--- src/rtl/ipv4rhf_pkg.sv ---
// Package: payload types and protocol constants for the IPv4 receive header filter.
package ipv4rhf_pkg;

    // Frame byte stream transaction
    typedef struct packed {
        logic [7:0] data_byte;
        logic       last_byte;
    } ipv4rhf_in_t;

    // Per-frame verdict transaction
    typedef struct packed {
        logic        accepted;
        logic [31:0] accept_count;
        logic [31:0] drop_count;
    } ipv4rhf_out_t;

    // Configuration register indexes
    localparam int unsigned CFG_INDEX_BITS = 8;
    typedef enum logic [CFG_INDEX_BITS-1:0] {
        CFG_ENABLE        = 8'd0,
        CFG_LOCAL_ADDRESS = 8'd1
    } ipv4rhf_cfg_index_t;

    localparam logic [31:0] LOCAL_ADDRESS_RESET = 32'h0F02_000A;

    // Byte offsets within the Ethernet frame; the port offsets are within the UDP header
    localparam int unsigned OFF_ETHERTYPE_HI = 12;
    localparam int unsigned OFF_ETHERTYPE_LO = 13;
    localparam int unsigned OFF_IP_START     = 14;
    localparam int unsigned OFF_TOTLEN_HI    = 16;
    localparam int unsigned OFF_TOTLEN_LO    = 17;
    localparam int unsigned OFF_PROTOCOL     = 23;
    localparam int unsigned OFF_DST_FIRST    = 30;
    localparam int unsigned OFF_DST_LAST     = 33;
    localparam int unsigned OFF_PORT_HI      = 2;
    localparam int unsigned OFF_PORT_LO      = 3;

    // Header field values
    localparam logic [15:0] ETHERTYPE_IPV4   = 16'h0800;
    localparam logic [3:0]  IP_VERSION_4     = 4'd4;
    localparam logic [7:0]  PROTO_UDP        = 8'd17;
    localparam logic [15:0] BOOT_CLIENT_PORT = 16'd68;
    localparam logic [31:0] BROADCAST_ADDR   = 32'hFFFF_FFFF;
    localparam logic [15:0] CHECKSUM_GOOD    = 16'hFFFF;
    localparam int unsigned MIN_FRAME_LEN    = 34;
    localparam int unsigned MIN_HEADER_LEN   = 20;
    localparam int unsigned UDP_HEADER_LEN   = 8;

    localparam int unsigned SUM_BITS = 21;

endpackage

--- src/rtl/ipv4_receive_header_filter.sv ---
// Top level: IPv4 receive header filter with checksum check and frame counters.
//
//  Channel  | Direction | Handshake             | Content
//  ---------+-----------+-----------------------+---------------------------------
//  rx       | in        | rx_valid / rx_ready   | data_byte, last_byte per byte
//  result   | out       | result_valid/_ready   | accepted, accept_count, drop_count
//  cfg      | in        | cfg_valid / cfg_ready | cfg_index, cfg_data (write only)
//
// Each byte is parsed into the header registers in the cycle it is taken, one
// byte per cycle while rx_ready is high. The edge that takes the last byte
// moves the header snapshot to a decision register; the verdict moves on to the
// result register, which drives result_valid, once that register is free. The
// decision stage and the result register let a new frame stream in while a
// verdict waits to be taken; rx_ready drops only while the decision stage holds
// a verdict and the result register is stalled. Reset clears the counters and
// the frame state and loads the reset local address; cfg_ready is always high.
module ipv4_receive_header_filter #(
    parameter int POSITION_BITS = 16
) (
    input  logic                      clk,
    input  logic                      rst_n,
    input  logic                      rx_valid,
    output logic                      rx_ready,
    input  ipv4rhf_pkg::ipv4rhf_in_t  rx_data,
    output logic                      result_valid,
    input  logic                      result_ready,
    output ipv4rhf_pkg::ipv4rhf_out_t result_data,
    input  logic                      cfg_valid,
    output logic                      cfg_ready,
    input  logic [ipv4rhf_pkg::CFG_INDEX_BITS-1:0] cfg_index,
    input  logic [31:0]               cfg_data
);
    import ipv4rhf_pkg::*;

    localparam int P = POSITION_BITS;
    localparam logic [P-1:0] POS_MAX = {P{1'b1}};

    localparam logic [P-1:0] P_ETH_HI   = P'(OFF_ETHERTYPE_HI);
    localparam logic [P-1:0] P_ETH_LO   = P'(OFF_ETHERTYPE_LO);
    localparam logic [P-1:0] P_IP_START = P'(OFF_IP_START);
    localparam logic [P-1:0] P_TL_HI    = P'(OFF_TOTLEN_HI);
    localparam logic [P-1:0] P_TL_LO    = P'(OFF_TOTLEN_LO);
    localparam logic [P-1:0] P_PROTO    = P'(OFF_PROTOCOL);
    localparam logic [P-1:0] P_DST_LO   = P'(OFF_DST_FIRST);
    localparam logic [P-1:0] P_DST_HI   = P'(OFF_DST_LAST);

    // Configuration registers
    logic        enable_reg;
    logic [31:0] local_address_reg;

    // Per-frame parse state
    logic [P-1:0]          pos_reg,   pos_next;
    logic [15:0]           ek_reg,    ek_next;
    logic [7:0]            vl_reg,    vl_next;
    logic [15:0]           tl_reg,    tl_next;
    logic [7:0]            proto_reg, proto_next;
    logic [31:0]           dst_reg,   dst_next;
    logic [15:0]           port_reg,  port_next;
    logic                  seen_reg,  seen_next;
    logic [SUM_BITS-1:0]   sum_reg,   sum_next;
    logic [7:0]            hi_reg,    hi_next;

    // Decision stage snapshot
    logic                  dec_valid_reg, dec_valid_next;
    logic [P-1:0]          dec_len_reg;
    logic [15:0]           dec_ek_reg;
    logic [7:0]            dec_vl_reg;
    logic [15:0]           dec_tl_reg;
    logic [7:0]            dec_proto_reg;
    logic [31:0]           dec_dst_reg;
    logic [15:0]           dec_port_reg;
    logic                  dec_seen_reg;
    logic [SUM_BITS-1:0]   dec_sum_reg;

    // Counters and result register
    logic [31:0]  accept_total_reg, accept_total_next;
    logic [31:0]  drop_total_reg,   drop_total_next;
    logic         out_valid_reg,    out_valid_next;
    ipv4rhf_out_t out_data_reg,     out_data_next;

    logic take, take_last, out_free, dec_advance;

    // Handshake control
    assign out_free    = !out_valid_reg || result_ready;
    assign dec_advance = dec_valid_reg && out_free;
    assign rx_ready    = !dec_valid_reg || out_free;
    assign take        = rx_valid && rx_ready;
    assign take_last   = take && rx_data.last_byte;
    assign cfg_ready   = 1'b1;

    assign result_valid = out_valid_reg;
    assign result_data  = out_data_reg;

    // Parse one byte into the header fields
    logic [7:0]   b;
    logic [7:0]   vl_eff;
    logic [5:0]   hl_eff;
    logic [P-1:0] off;
    logic [P-1:0] port_hi_pos, port_lo_pos;
    always_comb
    begin
        b           = rx_data.data_byte;
        pos_next    = pos_reg;
        ek_next     = ek_reg;
        vl_next     = vl_reg;
        tl_next     = tl_reg;
        proto_next  = proto_reg;
        dst_next    = dst_reg;
        port_next   = port_reg;
        seen_next   = seen_reg;
        sum_next    = sum_reg;
        hi_next     = hi_reg;
        vl_eff      = (pos_reg == P_IP_START) ? b : vl_reg;
        hl_eff      = {vl_eff[3:0], 2'b00};
        off         = pos_reg - P_IP_START;
        port_hi_pos = P_IP_START + P'(hl_eff) + P'(OFF_PORT_HI);
        port_lo_pos = P_IP_START + P'(hl_eff) + P'(OFF_PORT_LO);
        if (pos_reg != POS_MAX)
        begin
            pos_next = pos_reg + P'(1);
            if (pos_reg == P_ETH_HI || pos_reg == P_ETH_LO)
                ek_next = {ek_reg[7:0], b};
            if (pos_reg == P_IP_START)
                vl_next = b;
            if (pos_reg == P_TL_HI || pos_reg == P_TL_LO)
                tl_next = {tl_reg[7:0], b};
            if (pos_reg == P_PROTO)
                proto_next = b;
            if (pos_reg >= P_DST_LO && pos_reg <= P_DST_HI)
                dst_next = {dst_reg[23:0], b};
            if (pos_reg >= P_IP_START)
            begin
                // Accumulate big-endian header words
                if (off < P'(hl_eff))
                begin
                    if (!off[0])
                        hi_next = b;
                    else
                        sum_next = sum_reg + SUM_BITS'({hi_reg, b});
                end
                if (pos_reg == port_hi_pos)
                    port_next = {b, port_reg[7:0]};
                if (pos_reg == port_lo_pos)
                begin
                    port_next = {port_reg[15:8], b};
                    seen_next = 1'b1;
                end
            end
        end
    end

    // Decide on the snapshot frame
    logic [5:0]  dec_hl;
    logic [16:0] dec_len_w, dec_tl_w, dec_hl_w;
    logic [16:0] fold1, fold2;
    logic        dhcp, addr_ok, hdr_ok, ok;
    always_comb
    begin
        dec_hl    = {dec_vl_reg[3:0], 2'b00};
        dec_len_w = 17'(dec_len_reg);
        dec_tl_w  = 17'(dec_tl_reg);
        dec_hl_w  = 17'(dec_hl);
        fold1     = 17'(dec_sum_reg[15:0]) + 17'(dec_sum_reg[SUM_BITS-1:16]);
        fold2     = 17'(fold1[15:0]) + 17'(fold1[16]);
        dhcp      = dec_proto_reg == PROTO_UDP
                 && dec_tl_w >= dec_hl_w + 17'(UDP_HEADER_LEN)
                 && dec_seen_reg && dec_port_reg == BOOT_CLIENT_PORT;
        addr_ok   = dec_dst_reg == local_address_reg
                 || dec_dst_reg == BROADCAST_ADDR || dhcp;
        hdr_ok    = enable_reg
                 && dec_len_w >= 17'(MIN_FRAME_LEN)
                 && dec_ek_reg == ETHERTYPE_IPV4
                 && dec_vl_reg[7:4] == IP_VERSION_4
                 && dec_hl >= 6'(MIN_HEADER_LEN)
                 && dec_len_w >= 17'(OFF_IP_START) + dec_hl_w
                 && dec_tl_w >= dec_hl_w
                 && dec_tl_w <= dec_len_w
                 && fold2 == 17'(CHECKSUM_GOOD);
        ok        = hdr_ok && addr_ok;
    end

    // Advance counters, decision stage and result register
    always_comb
    begin
        accept_total_next = accept_total_reg;
        drop_total_next   = drop_total_reg;
        out_valid_next    = out_valid_reg;
        out_data_next     = out_data_reg;
        dec_valid_next    = dec_valid_reg;
        if (dec_advance)
            dec_valid_next = 1'b0;
        if (take_last)
            dec_valid_next = 1'b1;
        if (out_valid_reg && result_ready)
            out_valid_next = 1'b0;
        if (dec_advance)
        begin
            if (ok)
                accept_total_next = accept_total_reg + 32'd1;
            else
                drop_total_next = drop_total_reg + 32'd1;
            out_valid_next             = 1'b1;
            out_data_next.accepted     = ok;
            out_data_next.accept_count = accept_total_next;
            out_data_next.drop_count   = drop_total_next;
        end
    end

    // Hold control state, frame state and counters
    always_ff @(posedge clk or negedge rst_n)
    begin
        if (!rst_n)
        begin
            enable_reg        <= 1'b0;
            local_address_reg <= LOCAL_ADDRESS_RESET;
            pos_reg           <= '0;
            ek_reg            <= '0;
            vl_reg            <= '0;
            tl_reg            <= '0;
            proto_reg         <= '0;
            dst_reg           <= '0;
            port_reg          <= '0;
            seen_reg          <= 1'b0;
            sum_reg           <= '0;
            hi_reg            <= '0;
            dec_valid_reg     <= 1'b0;
            accept_total_reg  <= '0;
            drop_total_reg    <= '0;
            out_valid_reg     <= 1'b0;
        end
        else
        begin
            // Write configuration
            if (cfg_valid && cfg_ready)
            begin
                unique case (cfg_index)
                    CFG_ENABLE:        enable_reg        <= cfg_data[0];
                    CFG_LOCAL_ADDRESS: local_address_reg <= cfg_data;
                    default:           ;
                endcase
            end
            // Drop frame state after the last byte
            if (take_last)
            begin
                pos_reg   <= '0;
                ek_reg    <= '0;
                vl_reg    <= '0;
                tl_reg    <= '0;
                proto_reg <= '0;
                dst_reg   <= '0;
                port_reg  <= '0;
                seen_reg  <= 1'b0;
                sum_reg   <= '0;
                hi_reg    <= '0;
            end
            else if (take)
            begin
                pos_reg   <= pos_next;
                ek_reg    <= ek_next;
                vl_reg    <= vl_next;
                tl_reg    <= tl_next;
                proto_reg <= proto_next;
                dst_reg   <= dst_next;
                port_reg  <= port_next;
                seen_reg  <= seen_next;
                sum_reg   <= sum_next;
                hi_reg    <= hi_next;
            end
            dec_valid_reg    <= dec_valid_next;
            accept_total_reg <= accept_total_next;
            drop_total_reg   <= drop_total_next;
            out_valid_reg    <= out_valid_next;
        end
    end

    // Capture snapshot and result payload
    always_ff @(posedge clk)
    begin
        if (take_last)
        begin
            dec_len_reg   <= pos_next;
            dec_ek_reg    <= ek_next;
            dec_vl_reg    <= vl_next;
            dec_tl_reg    <= tl_next;
            dec_proto_reg <= proto_next;
            dec_dst_reg   <= dst_next;
            dec_port_reg  <= port_next;
            dec_seen_reg  <= seen_next;
            dec_sum_reg   <= sum_next;
        end
        out_data_reg <= out_data_next;
    end

endmodule

--- config.mk ---
export PLATFORM = sky130hd
export DESIGN_NAME = ipv4_receive_header_filter
export DESIGN_NICKNAME = d
export VERILOG_FILES = /design/src/rtl/ipv4rhf_pkg.sv /design/src/rtl/ipv4_receive_header_filter.sv
export SDC_FILE = /design/constraint.sdc
export NUM_CORES = 1
export LEC_CHECK = 0
export ABC_AREA = 1
export BUFFER_PORTS_ARGS = -buffer_cell sky130_fd_sc_hd__buf_2
export CAP_MARGIN = 5
export CORE_MARGIN = 2
export CORE_UTILIZATION = 60
export DETAILED_ROUTE_END_ITERATION = 12
export PLACE_DENSITY = 0.79
export SYNTH_ARGS = -nofsm -noshare
export SYNTH_HDL_FRONTEND = slang
export SYNTH_SLANG_ARGS = --single-unit
--- constraint.sdc ---
create_clock -name clk -period 15 [get_ports clk]
set_clock_uncertainty 0.1 [all_clocks]
set_input_delay 1.5 -clock clk [delete_from_list [all_inputs] [get_ports clk]]
set_output_delay 1.5 -clock clk [all_outputs]
set_load 0.02 [all_outputs]
After elaboration in Yosys (flattened, before gate mapping)
Cells that the tools add are included.
{"block": "totals", "word_cells": 155, "out_inout_bits": 68, "regBits": 440}
{"block": "op_classes", "mux": 52, "n_eq_ne": 18, "n_reduce_logical": 35, "n_lt_le_gt_ge": 10, "add_sub_neg": 12}
{"op": "$mux 16", "n": 17}
{"op": "$mux 32", "n": 6}
{"op": "$mux 21", "n": 6}
{"op": "$mux 8", "n": 14}
{"op": "$add 32x1->32 const B", "n": 2}
{"op": "$eq 16x4->1 const B", "n": 3}
{"op": "$eq 16x5->1 const B", "n": 3}
{"op": "$eq 32x32->1", "n": 1}
{"op": "$eq 32x32->1 const B", "n": 1}
{"op": "$ge 16x7->1", "n": 2}
{"op": "$add 21x16->21", "n": 1}
{"op": "$add 16x1->17", "n": 1}
{"op": "$add 16x5->17", "n": 1}
{"op": "$eq 17x16->1 const B", "n": 1}
{"op": "$logic_and 1x1->1", "n": 17}
{"op": "$add 16x1->16 const B", "n": 1}
{"op": "$add 16x2->16 const B", "n": 1}
{"op": "$eq 16x12->1 const B", "n": 1}
{"op": "$eq 16x16->1", "n": 1}
{"op": "$eq 16x7->1 const B", "n": 1}
{"op": "$eq 16x8->1", "n": 1}
{"op": "$ge 16x4->1 const B", "n": 1}
{"op": "$ge 16x5->1 const B", "n": 1}
{"op": "$ge 16x6->1", "n": 1}
{"op": "other kinds (21)", "n": 42}

Longest topological paths before layout
{"block": "depth", "ltp_word": 11, "depth_mapped": 29, "depth_no_buf": 28}

Worst setup path before layout
OpenSTA, ideal clock, no wires.
{"block": "synth_path", "path_type": "input to register", "start": "input result_ready", "end": "register hi_reg[0]", "setup_slack_ps": 5880, "stages": 7, "arrival_time_ps": 8886, "n_path_buf": 0, "setup_time_ps": 134, "cell_sequence": "inv_1 -> nand3_1 -> nand2_1 -> nor2_1 -> inv_1 -> o21ai_0 -> a21oi_1"}
{"block": "synth_between", "elab_chain_cells": 6, "word_cells_on_any_way": 11, "classes_between": "eq/ne (1); mux (1); reduce/logical (9)"}
{"element": "from (decl)", "line_no": "ipv4_receive_header_filter.sv:26", "text": "input logic result_ready,"}
{"element": "$logic_or 1x1->1 *", "line_no": "ipv4_receive_header_filter.sv:84", "text": "assign out_free = !out_valid_reg || result_ready;"}
{"element": "$logic_or 1x1->1 *", "line_no": "ipv4_receive_header_filter.sv:86", "text": "assign rx_ready = !dec_valid_reg || out_free;"}
{"element": "named net rx_ready", "line_no": "ipv4_receive_header_filter.sv:23", "text": "output logic rx_ready,"}
{"element": "$logic_and 1x1->1 *", "line_no": "ipv4_receive_header_filter.sv:87", "text": "assign take = rx_valid && rx_ready;"}
{"element": "$logic_and 1x1->1", "line_no": "ipv4_receive_header_filter.sv:88", "text": "assign take_last = take && rx_data.last_byte;"}
{"element": "$ne 2x2->1 (no source line) or $reduce_bool 2->1 (tied branches)"}
{"element": "$reduce_and 5->1 (no source line)"}
{"element": "to (signal assigned)", "line_no": "ipv4_receive_header_filter.sv:267", "text": "hi_reg <= hi_next;"}
{"element": "to (decl)", "line_no": "ipv4_receive_header_filter.sv:61", "text": "logic [7:0] hi_reg, hi_next;"}
Mark *: on every way through the listed nets, which the timed path passes. The rest lies on a longest branch.
A chain may end at the register's enable or synchronous reset.

Final worst setup path
{"block": "layout_path", "start": "register dec_sum_reg[0]", "end": "register out_data_reg (netlist bit result_data[30]), data pin"}
{"block": "layout_between", "elab_chain_cells": 6}
{"element": "from (decl)", "line_no": "ipv4_receive_header_filter.sv:73", "text": "logic [SUM_BITS-1:0] dec_sum_reg;"}
{"element": "from (signal assigned)", "line_no": "ipv4_receive_header_filter.sv:289", "text": "dec_sum_reg <= sum_next;"}
{"element": "$add 16x5->17", "line_no": "ipv4_receive_header_filter.sv:163", "text": "fold1 = 17'(dec_sum_reg[15:0]) + 17'(dec_sum_reg[SUM_BITS-1:16]);"}
{"element": "$add 16x1->17", "line_no": "ipv4_receive_header_filter.sv:164", "text": "fold2 = 17'(fold1[15:0]) + 17'(fold1[16]);"}
{"element": "$eq 17x16->1", "line_no": "ipv4_receive_header_filter.sv:178", "text": "&& fold2 == 17'(CHECKSUM_GOOD);"}
{"element": "$logic_and 1x1->1", "line_no": "ipv4_receive_header_filter.sv:178"}
{"element": "$logic_and 1x1->1", "line_no": "ipv4_receive_header_filter.sv:179", "text": "ok = hdr_ok && addr_ok;"}
{"element": "$mux 32", "line_no": "ipv4_receive_header_filter.sv:198", "text": "if (ok)"}
{"element": "to (signal assigned)", "line_no": "ipv4_receive_header_filter.sv:291", "text": "out_data_reg <= out_data_next;"}
{"element": "to (decl)", "line_no": "ipv4_receive_header_filter.sv:79", "text": "ipv4rhf_out_t out_data_reg, out_data_next;"}
Every way passes these cells.

==> impl_metrics.py <==
metrics = {
    "status": {
        "status": "completed",
    },
    "synthesis": {
        "yosys.area.top_type": "edfxtp_1",
        "yosysSeqAreaShare_pct": 49.42,
        "syn_area_um2": 24310,
        "yosys_register_bits": 440,
        "synthFlopType": "dfrtp_1",
        "synth_area_per_cell_um2": 8.233,
        "synth_cell_types": 59,
        "ys_warn_count": 0,
        "synth_top_area_share_pct": 24.58,
        "synthArstFlopShare_pct": 54.77,
        "synth_nets": 3076,
        "synth_area_leaders": "edfxtp_1 25%, dfrtp_1 24%, nand2_1 12%",
        "synthCells": 2953,
        "synth_edf_count": 199,
    },
    "cts": {
        "cts_inserted_buffers": 47,
        "clockBufferDepth": 3,
        "cts_tree": "yes",
        "cts_hold_buf": 0,
        "clk_pin_slew_ps": 60,
        "post_cts_resized": 0,
        "postCtsSetupBuffers": 0,
        "clk_latency_ps": 590,
        "htree_num_levels": 2,
        "cts.sinks": 440,
        "cts_root_buffer": "clkbuf_16",
    },
    "timing": {
        "fin_setup_tns_ps": 0,
        "worstMarginPinSlew_ps": 1201,
        "hold_viol": 0,
        "post-route-period-util_pct": 37.15,
        "slew_violations": 0,
        "period_needed_ps": 5572,
        "setup_viol": 0,
        "relSlewSlack_pct": 19.95,
        "fmax_ghz": 0.1795,
        "setup_slack_ps": 9428,
        "rsz0062_at_grt": "no",
        "hold_slack_ps": 385.3,
    },
    "finish": {
        "fin_area_um2": 26800,
        "largest_reg_flops": 65,
        "layout.filler_cells": 3204,
        "areaGrowthSynthToFinish_pct": 10.24,
        "num-nets-final": 3169,
        "finalNonFillerCells": 3610,
        "drive_above_1_share_pct": 11.12,
        "antenna_cells": 0,
    },
    "min_path": {
        "hold_end": "port_reg[14]",
        "worstHoldStart": "port_reg[14]",
        "min_path_cells": 2,
        "hold_path_class": "reg2reg",
    },
    "critical_path": {
        "reg2reg_depth": 27,
        "cp_max_fo": 64,
        "cp.arrival_ps": 5820,
        "crit_type": "reg2reg",
        "r2r_start": "dec_sum_reg[0]",
        "worstPathRequired_ps": 15250,
        "startpoint": "dec_sum_reg[0]",
        "reg2reg_to": "result_data[30]",
        "endpoint_kind": "flip-flop",
        "start_kind": "flip-flop",
        "rrSetupSlack_ps": 9430,
    },
    "die": {
        "die_w_um": 205.3,
        "start_util_pct": 61.05,
        "io_pins": 122,
        "rows": 73,
        "die_h_um": 205.3,
        "core-area_um2": 39820,
        "dieArea_um2": 42150,
    },
    "drt": {
        "drtIter0Drc": 1686,
        "via_per_inst": 5.573,
        "drc": 0,
        "num_vias": 20120,
        "drt_pass1_iterations": 8,
        "routed_wirelength_um": 58930,
        "wl_per_cell_um": 16.33,
        "ant_nets": 0,
    },
    "pwr": {
        "clock_power_share_pct": 42.7,
        "p_leak_nw": 12.87,
        "swShare_pct": 25.28,
        "p_sw_uw": 682.5,
        "seqPwrFrac_pct": 49.3,
        "combPwrFrac_pct": 7.9,
        "power_density_nw_per_um2": 100.7,
        "p_int_mw": 2.017,
        "ir_drop_v": 0.0001080,
    },
    "global_routing": {
        "grt_use_total_pct": 28.39,
        "antenna_found_initial": 0,
        "grt_pass1_vias": 19230,
        "grt_max_degree": 93,
        "overflow": 0,
        "grt_first_pass_wirelength_um": 95610,
    },
    "placed_design": {
        "postPlaceCellArea_um2": 25260,
        "dp_cells": 3522,
        "dp_hpwl_um": 41080,
        "place_ws_ps": 9485,
        "io_buffers": 120,
        "gp_congestion": 0.9111,
    },
    "run": {
        "maxCapViolations": 0,
    },
}
## kinds of logic (layout without fill, tap and decap cells)
group                      count (synthesis)  count (layout)  synth area share [%]
and+or+nand+nor                         1475            1475                 26.72
adders and majority gates                 69              69                 3.613
AOI/OAI and AO/OA                        350             350                 8.301
buffers and inverters                    536             668                 8.713
other                                      1               1               0.01542
DFF                                      440             440                 49.42
xor gates and xnor gates                  56              56                 2.017
muxes                                     26              26                 1.204
## synthesized netlist by cell type (16+ instances only)
cell type    n
inv_2       17
nand3_1    222
nor2_1     242
and2_1      25
nand3_2     17
a21oi_1    102
inv_1      427
buf_2       16
nand2_1    779
xnor2_1     29
dfrtp_1    234
mux2_2      26
edfxtp_1   199
nand4_1     57
nor3_1      56
clkbuf_1    58
xor2_1      27
ha_1        67
nand2_2     21
o21ai_0    125
o22ai_1     58
a22o_1      20
## power groups by stage
stage / combinational (mW) / sequential [mW] / clock, mW
final: 0.215 / 1.33 / 1.15
after global routing: 0.241 / 1.33 / 1.22
after CTS: 0.215 / 1.33 / 1.17
after detailed placement: 0.214 / 1.35 / 0
after global placement: 0.208 / 1.35 / 0
after floorplan: 0.124 / 1.37 / 0
## critical path: stages (launching register included)
cell and delay [ps]:
edfxtp_1 340, ha_1 220, inv_1 70, fa_1 390, inv_2 80, nand2_1 90, nand2_1 120, nand3_2 100
nand2_2 130, nand3_1 100, nor3_1 190, ha_1 200, ha_1 170, nand3_1 120, clkinv_1 90, nand3_2 110
nor2_4 160, nand3_2 160, nor2_4 190, nand3_1 90, nand2_1 110, nand2_1 60, nor2_2 670, nand3_4 760
nand2_1 260, nand2_1 100, nand2_1 70, inv_1 40
## layout by cell type, fill, tap and decap left out, drive strengths merged, types with 7 or more instances in the layout
cell type,count
nor4,13
nand4,58
buf,133
a21oi,103
nand3b,7
and2,25
o21ai,143
nand2,801
or2,10
nor2,258
a22o,20
inv,450
edfxtp,199
xor2,27
o22ai,58
nor3,58
o2111ai,7
nand3,240
clkinv,19
xnor2,29
dfstp,7
mux2,26
ha,67
clkbuf,59
dfrtp,234
## stage by stage
step / total power, mW / util (%)
after floorplan: 1.490 / -
after global placement: 1.561 / 63.44
after detailed placement: 1.569 / 63.44
after CTS: 2.718 / 67.30
after global routing: 2.798 / 67.30
final: 2.700 / 67.30
## layer usage
metal / wire, um / GRT usage (%)
met4: 1475 / 8.762
met3: 3686 / 3.769
met5: 0 / 0
met2: 27630 / 46.36
met1: 26140 / 39.69
## cell type report
class / instances / area, um2 / area share, %
inverter: 447 / 1680 / 6.270
clock buffer: 59 / 1284 / 4.790
sequential: 440 / 12020 / 44.83
tap: 525 / 656.9 / 2.451
timing repair buffer: 133 / 708.2 / 2.642
clock inverter: 29 / 254.0 / 0.9477
multi-input combinational: 1977 / 10200 / 38.07
## worst max-delay path by stage
stage | slack (ps) | cells after the start | endpoint
after floorplan | 5880 | 7 | hi_reg[0]
after global placement | 9730 | 26 | result_data[5]
after detailed placement | 9490 | 27 | result_data[10]
after CTS | 9490 | 27 | result_data[31]
after global routing | 8800 | 27 | result_data[31]
final | 9430 | 27 | result_data[30]
(Power assumes the default switching activity.)
